===== src/rtl/cfp_pkg.sv =====
// ----------------------------------------------------------------------------
// cfp_pkg: shared widths, codes and types
// Widths of the circle datapath, derived from the coordinate width, plus the
// status codes and the item structs that travel between the pipeline parts.
// ----------------------------------------------------------------------------
package cfp_pkg;

  // Coordinate width (signed, sixteen fraction bits that cancel in the maths)
  localparam int CW    = 32;
  // Point differences and their products
  localparam int DW    = CW + 1;
  localparam int PW    = 2 * DW;
  // Limb width for the split multiplications
  localparam int LW    = DW;
  // Signed difference times an unsigned limb
  localparam int PPW   = DW + LW + 1;
  // Cross product and the high limb of its square
  localparam int XW    = PW + 1;
  localparam int CHW   = XW - LW;
  localparam int CPW   = 2 * CHW;
  // Centre numerators, divisor and divisor magnitude
  localparam int NW    = DW + PW + 1;
  localparam int DDW   = XW + 1;
  localparam int DMW   = XW;
  // Quotient and radius bits resolved by the iteration pipeline
  localparam int QB    = CW + 2;
  localparam int NSTEP = QB;
  // Radius numerator |u|^2 |v|^2 |w|^2 and its limbs
  localparam int UVW    = 2 * PW;
  localparam int ULIMBS = UVW / LW;
  localparam int WLIMBS = PW / LW;
  localparam int TW     = (ULIMBS + 1) * LW;
  localparam int SW     = TW + LW;
  // Squared divisor and the radius search accumulators
  localparam int D2W   = ULIMBS * LW + 2;
  localparam int YW    = D2W + QB;
  localparam int QAW   = D2W + 2 * QB + 2;
  // Signed quotient and centre sum
  localparam int QSW   = QB + 2;
  localparam int SUMW  = QB + 3;

  // Divisor that turns the offset to the second point into the midpoint
  localparam int HALF_DIV = 2;

  typedef enum logic [1:0] {
    ST_OK        = 2'd0,
    ST_COLLINEAR = 2'd1,
    ST_SAT       = 2'd2
  } status_t;

  // Operands handed to the divide and square-root pipeline
  typedef struct packed {
    logic                  collinear;
    logic signed [CW-1:0]  ax;
    logic signed [CW-1:0]  ay;
    logic [NW-1:0]         nmx;
    logic [NW-1:0]         nmy;
    logic                  negx;
    logic                  negy;
    logic [DMW-1:0]        dmag;
    logic                  bigx;
    logic                  bigy;
    logic [SW-1:0]         s;
    logic [D2W-1:0]        d2;
  } it_in_t;

  // Operands plus the partial results of the iteration
  typedef struct packed {
    it_in_t          op;
    logic [NW-1:0]   rx;
    logic [NW-1:0]   ry;
    logic [QB-1:0]   qx;
    logic [QB-1:0]   qy;
    logic [QAW-1:0]  acc;
    logic [YW-1:0]   yacc;
    logic [QB-1:0]   r;
  } it_t;

endpackage


===== src/rtl/cfp_final.sv =====
// ----------------------------------------------------------------------------
// cfp_final: result stages
// Applies floor rounding to the quotients, adds the first point, saturates
// and forms the status code. The second stage is the output register.
// ----------------------------------------------------------------------------
module cfp_final (
  input  logic                           clk,
  input  logic                           rst,
  input  logic                           adv,
  input  logic                           in_valid,
  input  cfp_pkg::it_t                   in_st,
  output logic                           o_valid,
  output logic signed [cfp_pkg::CW-1:0]  o_center_x,
  output logic signed [cfp_pkg::CW-1:0]  o_center_y,
  output logic [cfp_pkg::CW-1:0]         o_radius,
  output cfp_pkg::status_t               o_status
);

  localparam int CW   = cfp_pkg::CW;
  localparam int QB   = cfp_pkg::QB;
  localparam int QSW  = cfp_pkg::QSW;
  localparam int SUMW = cfp_pkg::SUMW;

  typedef struct packed {
    logic          sat;
    logic [CW-1:0] val;
  } clamp_t;

  // clamp a centre sum to the coordinate range
  function automatic clamp_t clamp(input logic signed [SUMW-1:0] sum,
                                   input logic big, input logic neg);
    clamp_t res;
    logic   hi_ones, hi_zeros;
    hi_ones  = &sum[SUMW-1:CW-1];
    hi_zeros = ~|sum[SUMW-1:CW-1];
    res.sat  = big || !(hi_ones || hi_zeros);
    res.val  = sum[CW-1:0];
    if (res.sat) begin
      if (big ? neg : sum[SUMW-1]) begin
        res.val = {1'b1, {(CW-1){1'b0}}};
      end else begin
        res.val = {1'b0, {(CW-1){1'b1}}};
      end
    end
    return res;
  endfunction

  logic                  f1_v;
  logic                  f1_col, f1_bigx, f1_bigy, f1_negx, f1_negy, f1_rsat;
  logic signed [CW-1:0]  f1_ax, f1_ay;
  logic signed [QSW-1:0] f1_qx, f1_qy;
  logic [CW-1:0]         f1_rad;

  logic signed [QSW-1:0] qx_c, qy_c;
  logic                  rsat_c;
  clamp_t                clx, cly;

  // floor rounding: a negative quotient with remainder drops one more
  always_comb begin
    qx_c = $signed({2'b00, in_st.qx});
    qy_c = $signed({2'b00, in_st.qy});
    if (in_st.op.negx) begin
      qx_c = -qx_c - QSW'(in_st.rx != '0);
    end
    if (in_st.op.negy) begin
      qy_c = -qy_c - QSW'(in_st.ry != '0);
    end
    rsat_c = |in_st.r[QB-1:CW];
  end

  always_ff @(posedge clk) begin
    if (adv) begin
      f1_col  <= in_st.op.collinear;
      f1_bigx <= in_st.op.bigx;
      f1_bigy <= in_st.op.bigy;
      f1_negx <= in_st.op.negx;
      f1_negy <= in_st.op.negy;
      f1_ax   <= in_st.op.ax;
      f1_ay   <= in_st.op.ay;
      f1_qx   <= qx_c;
      f1_qy   <= qy_c;
      f1_rsat <= rsat_c;
      f1_rad  <= rsat_c ? '1 : in_st.r[CW-1:0];
    end
  end

  always_comb begin
    clx = clamp(SUMW'(f1_ax) + SUMW'(f1_qx), f1_bigx, f1_negx);
    cly = clamp(SUMW'(f1_ay) + SUMW'(f1_qy), f1_bigy, f1_negy);
  end

  // output register: collinear points give zeros
  always_ff @(posedge clk) begin
    if (adv) begin
      if (f1_col) begin
        o_center_x <= '0;
        o_center_y <= '0;
        o_radius   <= '0;
        o_status   <= cfp_pkg::ST_COLLINEAR;
      end else begin
        o_center_x <= clx.val;
        o_center_y <= cly.val;
        o_radius   <= f1_rad;
        o_status   <= (clx.sat || cly.sat || f1_rsat) ? cfp_pkg::ST_SAT : cfp_pkg::ST_OK;
      end
    end
  end

  // advance the valid bits
  always_ff @(posedge clk) begin
    if (rst) begin
      f1_v    <= 1'b0;
      o_valid <= 1'b0;
    end else if (adv) begin
      f1_v    <= in_valid;
      o_valid <= f1_v;
    end
  end

endmodule


===== config.mk =====
export PLATFORM = sky130hd
export DESIGN_NAME = cfp_final
export DESIGN_NICKNAME = d
export VERILOG_FILES = /design/src/rtl/cfp_pkg.sv /design/src/rtl/cfp_final.sv
export SDC_FILE = /design/constraint.sdc
export NUM_CORES = 1
export LEC_CHECK = 0
export BUFFER_PORTS_ARGS = -buffer_cell sky130_fd_sc_hd__buf_2
export CORE_AREA = 2 2 562 564
export DETAILED_ROUTE_END_ITERATION = 10
export DIE_AREA = 0 0 564 566
export MAX_ROUTING_LAYER = met4
export REMOVE_ABC_BUFFERS = 1
export SLEW_MARGIN = 20
export SYNTH_ARGS = -nofsm -noshare
export SYNTH_HDL_FRONTEND = slang
export SYNTH_SLANG_ARGS = --single-unit

===== constraint.sdc =====
create_clock -name clk -period 5.7 [get_ports clk]
set_clock_uncertainty 0.1 [all_clocks]
set_input_delay 0.285 -clock clk [delete_from_list [all_inputs] [get_ports clk]]
set_output_delay 0.285 -clock clk [all_outputs]
set_load 0.02 [all_outputs]

; ---- Yosys cells after proc, flatten, opt, wreduce, memory -nomap -nowiden
; Index checks and enable logic that the tools add are counted.
[word_totals]
output_inout_bits = 99
input_bits = 1346
elab_cells = 51
register_bits = 274
[op_classes]
add_sub_neg = 6
muxes = 9
n_reduce_logical = 17
[ops]
columns = cell, count
row1 = $reduce_bool A100 Y1, 2
row2 = $mux W32, 4
row3 = $add A32 B36 Y37, 2
row4 = $neg A34 Y36, 2
row5 = $sub A36 B1 Y36, 2
row6 = $mux W34, 2
row7 = $reduce_and A6 Y1, 2
row8 = $reduce_or A6 Y1, 2
row9 = $logic_or A1 B1 Y1, 6
row10 = $logic_not A1 Y1, 4
row11 = $mux W1, 2
row12 = $mux W2, 1
row13 = $reduce_or A2 Y1, 1

; ---- Logic depth before layout (Yosys ltp)
; Gate-level depths: netlist (run 1).
[logic_depth]
ltp_word = 9
depth_mapped = 19

; ---- Least setup slack after synthesis (run 1)
; OpenSTA, ideal clock, no wires.
[synth_timing]
path_type = in2reg
start = input in_st[639] in the netlist's numbering
end = register f1_qx[32], data pin
arrival_time_ps = 3842
path_slack_ps = 1499
path_stages = 17
setup_time_ps = 260
required_ps = 5340
path_cell_list = nor4_1 > nand4_1 > or4_1 > nor4_1 > ha_1 > ha_1 > a211oi_2 > o21ai_1 > a2111oi_1 > o31ai_1 > a21oi_1 > o221ai_1 > a21oi_1 > o311ai_1 > nor2_1 > xnor2_1 > mux2_2
[synth_between]
elab_chain_cells = 3
[synth_lines]
columns = item, line
row1 = start: declaration, cfp_final.sv:11  ; input cfp_pkg::it_t in_st,
row2 = $reduce_bool A100 Y1, cfp_final.sv:63  ; qx_c = -qx_c - QSW'(in_st.rx != '0);
row3 = $sub A36 B1 Y36, cfp_final.sv:63
row4 = $mux W34, cfp_final.sv:62  ; if (in_st.op.negx) begin
row5 = named net qx_c[32], cfp_final.sv:54  ; logic signed [QSW-1:0] qx_c, qy_c;
row6 = end signal: assignment, cfp_final.sv:80  ; f1_qx <= qx_c;
row7 = end: declaration, cfp_final.sv:51  ; logic signed [QSW-1:0] f1_qx, f1_qy;
; The timed path passes the listed nets, and every way through them passes these cells.
; A chain may end at the register's enable or synchronous reset.

; ---- Worst setup path after layout (run 1)
[layout_timing]
start = register f1_ay[0]
end = register o_center_y[8] in the netlist's numbering, data pin
[layout_between]
elab_chain_cells = 7
[layout_lines]
columns = item, line
row1 = start: declaration, cfp_final.sv:50  ; logic signed [CW-1:0] f1_ax, f1_ay;
row2 = start signal: assignment, cfp_final.sv:79  ; f1_ay <= in_st.op.ay;
row3 = $add A32 B36 Y37 *, cfp_final.sv:89  ; cly = clamp(SUMW'(f1_ay) + SUMW'(f1_qy), f1_bigy, f1_negy);
row4 = $reduce_or A6 Y1, cfp_final.sv:35  ; hi_zeros = ~|sum[SUMW-1:CW-1];
row5 = $logic_not A1 Y1, cfp_final.sv:35
row6 = $logic_or A1 B1 Y1, cfp_final.sv:36  ; res.sat = big || !(hi_ones || hi_zeros);
row7 = $logic_not A1 Y1, cfp_final.sv:36
row8 = $logic_or A1 B1 Y1, cfp_final.sv:36
row9 = $mux W32 *, cfp_final.sv:38  ; if (res.sat) begin
row10 = end signal: assignment, cfp_final.sv:102  ; o_center_y <= cly.val;
row11 = end: declaration, cfp_final.sv:14  ; output logic signed [cfp_pkg::CW-1:0] o_center_y,
; Mark *: on every way between the ends. The rest lies on a longest branch, timed or not.

==> results_dict.tcl, run 1 <==
set metrics [dict create \
    hold-path-cell-count 1 \
    finalSetupViolCount 0 \
    synth_area_sq_um 17730 \
    cts_sinks 274 \
    r2r_cells 16 \
    clk_pin_slew_ps 70 \
    synth_seq_cells 274 \
    io_pins 1445 \
    routed_wl_mm 80.93 \
    rows 206 \
    layout_common_cells "472 x buf_2, 272 x edfxtp_1, 161 x dlygate4sd3_1" \
    drc 0 \
    cts_tree "yes" \
    setup-tns-final_ps 0 \
    syn_area_per_cell_sq_um 10.28 \
    leakage_nw 10.27 \
    drtAntennaViolNets 0 \
    status "complete, no violations" \
    final_nets 3859 \
    wl_per_cell_um 12.30 \
    finalMaxSlewViolations 0 \
    max_cap_viol_count 0 \
    cts_buffer_depth 3 \
    muxShareOfSynthArea 0.01108 \
    post_cts_buffers 0 \
    regArea_sq_um 8208 \
    cts-root-buf "clkbuf_16" \
    regToRegEndpoint "o_center_y[8]" \
    vias 15770 \
    fmax_mhz 209.7 \
    fin_crit_sh 0.8368 \
    hold_end "f1_ay[0]" \
    die_h_um 566 \
    vdd_ir_drop_max_uv 186.0 \
    grt_pass1_vias 15600 \
    drive_gt1_frac 0.2436 \
    rsz0062_at_grt "false" \
    grt_pass1_wl_mm 110.5 \
    drtIter0Drc 700 \
    synth_compound_area_frac 0.1831 \
    fill_cells 36430 \
    grt_max_degree 141 \
    r2r_setup_slack_ps 930 \
    crit_type "flop to flop" \
    fin_area_sq_um 28080 \
    coreArea_sq_um 313400 \
    ys_seq_area_frac 0.4630 \
    floorplan.initialDensity 0.05656 \
    synth_top_family_by_area "compound AO/OA/AOI/OAI gates" \
    hpwl_mm 67.12 \
    end_kind "flop" \
    hp-class "input port to flop" \
    cts_buffers 36 \
    detail_route.vias_per_cell 2.398 \
    multi_input_area_sq_um 8866 \
    antenna_found_initial 63 \
    grt.total_usage 0.05059 \
    hold_violations 0 \
    grt_overflow_total 0 \
    r2r-start "f1_ay[0]" \
    yosys.area_share.simple 0.1426 \
    path_max_fanout 30 \
    min_from "adv" \
    port_buffers 473 \
    ys_types 83 \
    worst_slew_pin_slew_ps 1064 \
    synth-edff-count 272 \
    max-slew-margin-rel 0.2755 \
    crit_required_ps 5890 \
    areaGrowthSynthToFinish_pct 58.41 \
    yosysWarnings 0 \
    power-per-cell-area_nw_per_um2 247.3 \
    place_area_sq_um 25290 \
    fin_crit_ps 4770 \
    arrival_ps 4960 \
    mostFrequentLayoutCell "buf_2" \
    async_reset_ff_frac 0 \
    die_w_um 564 \
    synth-main-ff-cell "edfxtp_1" \
    h-tree-depth 2 \
    synth_adder_area_share 0.1053 \
    p_total_w 0.006946 \
    die_area_sq_um 319200 \
    clk_latency_ps 620 \
    synth_cells 1724 \
    synth_xor_area_frac 0.05681 \
    gp_congestion 0.8487 \
    start_kind "flop" \
    dr.pass1.iters 5 \
]
## power breakdown
part	switching, W	total (W)	internal, W
sequential	0.000100	0.00257	0.00246
clock	0.00102	0.00227	0.00125
combinational	0.00126	0.00211	0.000848
## how the worst max path moves through the flow
stage | startpoint | to | cells past startpoint
global placement | in_st[544] | f1_qy[23] | 21
CTS | in_st[544] | f1_qy[23] | 21
floorplan | in_st[639] | f1_qx[32] | 17
global route | in_st[544] | f1_qy[23] | 21
detailed placement | in_st[544] | f1_qy[35] | 20
finish | f1_ay[0] | o_center_y[8] | 16
## metrics by stage
stage | utilization | setup slack (ps) | hold slack [ps] | cells
after floorplan | - | 1499 | 257.4 | 1666
after global placement | 0.08068 | 222.5 | 361.1 | 6326
after detailed placement | 0.08068 | 194.7 | 363.9 | 6326
after CTS | 0.08938 | 872.0 | 2.408 | 6549
after global routing | 0.08960 | 556.2 | 67.86 | 6577
final | 0.08960 | 930.4 | 54.54 | 6577
## registers in the layout, indices dropped and copies added, names as in the netlist
| signal | cells |
|---|---|
| f1_rad | 32 |
| f1_negx | 1 |
| f1_qx | 36 |
| o_status | 2 |
| f1_qy | 36 |
| o_center_y | 32 |
| o_radius | 32 |
| f1_rsat | 1 |
| o_valid | 1 |
| f1_negy | 1 |
| f1_bigy | 1 |
| f1_col | 1 |
| o_center_x | 32 |
| f1_bigx | 1 |
| f1_ay | 32 |
| f1_ax | 32 |
| f1_v | 1 |
## area by class of cell
cell class / instances / share of cell area
multi-input combinational: 1281 / 0.3157
clock buffer: 38 / 0.03235
sequential: 274 / 0.2923
inverter: 111 / 0.01484
antenna: 28 / 0.002495
tap: 4160 / 0.1853
timing repair buffer: 661 / 0.1497
clock inverter: 24 / 0.007307
## routing by layer
metal,part of all wire,GRT usage
met1,0.40,0.05351
met2,0.48,0.08563
met3,0.042,0.008052
met4,0.079,0.03620
met5,0,-
## logic make-up (layout without fill, tap and decap cells)
group / count (synthesis) / after routing
AND/OR/NAND/NOR: 487 / 487
flip-flops: 274 / 274
XOR/XNOR: 115 / 115
buffers and inverters: 169 / 834
multiplexers: 19 / 19
AO/OA/AOI/OAI: 512 / 512
other: 0 / 28
adder cells (fa/ha/maj): 148 / 148
## worst max-delay path, stage by stage (launching register included)
cell      delay (ps)
edfxtp_1         570
ha_1             310
inv_1             70
fa_1             200
nor2b_1           70
o31a_1           290
o211ai_1         330
a211oi_1         170
buf_4            190
o31ai_1          410
a21boi_0         280
o21ai_0          420
nor2_1            80
and3_1           210
o21ai_2          110
buf_4            390
o21ai_1          230
## repair_timing
| item | 4_1_cts | 5_1_grt |
|---|---|---|
| hold buffers | 161 | 0 |
| gates resized for setup | 0 | 0 |
| hold endpoints to repair | 164 | 0 |
| endpoints found under the setup margin | 0 | 0 |
## synthesized netlist by cell type, drive strengths merged (4+ instances only)
library cell	number	area, sq um
or2	4	25.03
nor3	26	140.1
o31ai	30	225.2
nor3b	4	35.03
o21bai	16	120.1
edfxtp	272	8168
nor2b	43	269.0
xnor2	62	543.0
a21boi	6	45.04
a21oi	130	658.1
o21ai	154	785.8
nand4	28	175.2
o21a	18	135.1
a211oi	10	80.07
ha	146	1827
or3	41	256.5
nand3b	4	30.03
and4	4	35.03
xor2	53	464.2
nor4	55	350.3
a31oi	18	125.1
and3	12	85.08
nand3	32	160.2
o211ai	13	97.59
o22ai	5	31.28
o2111ai	4	35.03
and2	5	31.28
clkbuf	41	153.9
nand2	128	480.5
o41ai	7	76.32
o211a	4	40.04
mux2i	17	173.9
nand2b	17	106.4
a21o	65	488.0
inv	111	416.7
buf	17	105.1
nor2	78	292.8
No activity file was read; power rests on OpenSTA's default activity.
==> inputs of run 2 (changes only) <==
--- a/config.mk
+++ b/config.mk
@@ -5,10 +5,11 @@
 export SDC_FILE = /design/constraint.sdc
 export NUM_CORES = 1
 export LEC_CHECK = 0
+export ABC_AREA = 1
 export BUFFER_PORTS_ARGS = -buffer_cell sky130_fd_sc_hd__buf_2
-export CORE_AREA = 2 2 562 564
+export CORE_AREA = 2 2 559 561
 export DETAILED_ROUTE_END_ITERATION = 10
-export DIE_AREA = 0 0 564 566
+export DIE_AREA = 0 0 561 563
 export MAX_ROUTING_LAYER = met4
 export REMOVE_ABC_BUFFERS = 1
 export SLEW_MARGIN = 20
==> constraint.sdc (replaced) <==
create_clock -name clk -period 4.3 [get_ports clk]
set_clock_uncertainty 0.1 [all_clocks]
set_input_delay 0.215 -clock clk [delete_from_list [all_inputs] [get_ports clk]]
set_output_delay 0.215 -clock clk [all_outputs]
set_load 0.02 [all_outputs]
==> results_dict.tcl, run 2 <==
set metrics [dict create \
    floorplan.initialDensity 0.06402 \
    antenna_found_initial 40 \
    synth_largest_area_cell "edfxtp_1" \
    syn_area_per_cell_sq_um 8.193 \
    die_h_um 563 \
    yosys.cell_count.top_type "nand2_1" \
    cp_slowest_cell "edfxtp_1" \
    yosysTopAreaCellShare 0.4111 \
    whs_ps -43.01 \
    rows 205 \
    max_stage_delay_ps 620 \
    grt_pass1_wl_mm 127.8 \
    reg_top3 "f1_qx x36, f1_qy x36" \
    gp_congestion 0.9014 \
    worst_slew_pin_slew_ps 1078 \
    crit_type "flop to flop" \
    max-slew-margin-rel 0.2802 \
    muxShareOfSynthArea 0 \
    synth_area_sq_um 19870 \
    synth_cells 2425 \
    grt_max_degree 82 \
    synth_commonest_cells "582 x nand2_1, 324 x inv_1, 272 x edfxtp_1" \
    cts_resized 0 \
    synth_seq_cells 274 \
    die_w_um 561 \
    ys_types 47 \
    cts_tree "yes" \
    drive_gt1_frac 0.2313 \
    areaGrowthSynthToFinish_pct 52.29 \
    mostFrequentLayoutCell "nand2_1" \
    layout_common_cells "582 x nand2_1, 472 x buf_2, 322 x inv_1" \
    grt.total_usage 0.05873 \
    drc 0 \
    finalSetupViolCount 0 \
    synth_adder_area_share 0.09395 \
    fmax_mhz 267.1 \
    crit_required_ps 4630 \
    cpMostUsedCell "nand2_1" \
    fin_crit_sh 0.8705 \
    cp_cell_sequence "ha_1 > inv_1 > fa_1 > inv_1 > nand2_1 > nand2_1 > nand3_1 > nand2_2 > nand2_1 > nand2_2 > nand2_2 > nand2_1 > nand2_1 > nand2_1 > nand3_1 > nor2_1 > nand2_2 > nand2_4 > buf_4 > nand3_1 > a21oi_2" \
    synthTopCellsByArea "edfxtp_1 41%, nand2_1 11%, ha_1 9.2%, inv_1 6.1%, a21oi_1 4.0%" \
    port_buffers 473 \
    fin_crit_ps 3743 \
    finalMaxSlewViolations 0 \
    synth_xor_area_frac 0.04276 \
    final_nets 4583 \
    critPathBufInv 3 \
    grt_pass1_vias 17970 \
    clk_pin_slew_ps 60 \
    max_cap_viol_count 0 \
    arrival_ps 4070 \
    detail_route.vias_per_cell 2.653 \
    drtIter0Drc 1366 \
    vdd_ir_drop_max_uv 300.9 \
    start_kind "flop" \
    async_reset_ff_frac 0 \
    synth-edff-count 272 \
    vias 19280 \
    setup-tns-final_ps 0 \
    path_max_fanout 31 \
    power-per-cell-area_nw_per_um2 321.6 \
    io_pins 1445 \
    status "complete, but fails checks" \
    cts_buffers 37 \
    synth_compound_area_frac 0.1239 \
    cp_top_family "simple AND/OR/NAND/NOR gates" \
    routed_wl_mm 94.14 \
    synth_top_family_by_area "simple AND/OR/NAND/NOR gates" \
    grt_overflow_total 0 \
    violations "hold timing" \
    ys_seq_area_frac 0.4131 \
    yosysWarnings 0 \
    cts_buffer_depth 3 \
    wl_per_cell_um 12.95 \
    synth-main-ff-cell "edfxtp_1" \
    leakage_nw 12.06 \
    clk_latency_ps 620 \
    end_kind "flop" \
    yosys.area_share.simple 0.2487 \
    rsz0062_at_grt "false" \
    hold_violations 3 \
    p_total_w 0.009731 \
    drtAntennaViolNets 0 \
    hp-class "input port to flop" \
    coreArea_sq_um 310400 \
    fill_cells 36210 \
    cts_sinks 274 \
    dr.pass1.iters 5 \
    die_area_sq_um 315800 \
    h-tree-depth 2 \
    hpwl_mm 79.05 \
    cts-root-buf "clkbuf_16" \
]
==> run 2: final timing paths <==
path,endpoint,cells after the start,startpoint,slack (ps)
max,o_center_y[11],21,f1_ay[0],560
min,f1_rad[26],2,in_st[26],-40
max reg2reg,o_center_y[11],21,f1_ay[0],560
min reg2reg,o_valid,2,f1_v,350
==> run 2: where the power goes <==
part	leakage [nW]	switching, W	internal (W)
Clock	0.565	0.00134	0.00179
Sequential	2.73	0.000161	0.00326
Combinational	8.76	0.00203	0.00114
==> run 2: logic make-up after synthesis <==
logic type,Yosys count
simple gates,1121
buf+inv,375
xor+xnor,97
flops,274
compound gates,410
fa+ha+maj,148
==> run 2: stage by stage <==
step / hold WS (ps) / cells / area [sq um] / utilization / setup WS (ps)
CTS: 9.582 / 7257 / 30230 / 0.09742 / 667.7
global route: 8.816 / 7262 / 30250 / 0.09746 / 286.5
finish: -43.01 / 7267 / 30260 / 0.09750 / 556.7
floorplan: 184.1 / 2379 / 19560 / - / 947.8
global placement: 288.5 / 7031 / 27450 / 0.08844 / 60.48
detailed placement: 293.3 / 7031 / 27450 / 0.08844 / 101.2
==> run 2: what timing repair did <==
action | CTS | global route
buffers inserted | 0 | 0
setup endpoints to repair | 0 | 0
hold endpoints to repair | 177 | 0
hold buffers | 159 | 0
==> run 2: final cells by class <==
| type | count | area [sq um] | area share |
|---|---|---|---|
| Sequential cell | 274 | 8208 | 0.2713 |
| Inverter | 329 | 1235 | 0.04081 |
| Multi-Input combinational cell | 1776 | 10120 | 0.3344 |
| Timing Repair Buffer | 671 | 4299 | 0.1421 |
| Tap cell | 4140 | 5180 | 0.1712 |
| Clock inverter | 24 | 245.2 | 0.008105 |
| Antenna cell | 10 | 25.02 | 0.0008270 |
| Clock buffer | 43 | 948.4 | 0.03134 |
==> run 2: worst register-to-register path: cells and delay by family (launching register included) <==
family	cells	cell delay, ps
simple gates	15	1330
flops	1	620
buf+inv	3	490
compound gates	1	300
fa+ha+maj	2	740
==> run 2: per-layer routing <==
metal	global-route usage	vias to the layer above	part of all wire
met1	0.08120	8896	0.48
met5	-	-	0
li1	-	9540	-
met3	0.007686	160	0.052
met2	0.08866	686	0.44
met4	0.01673	0	0.030
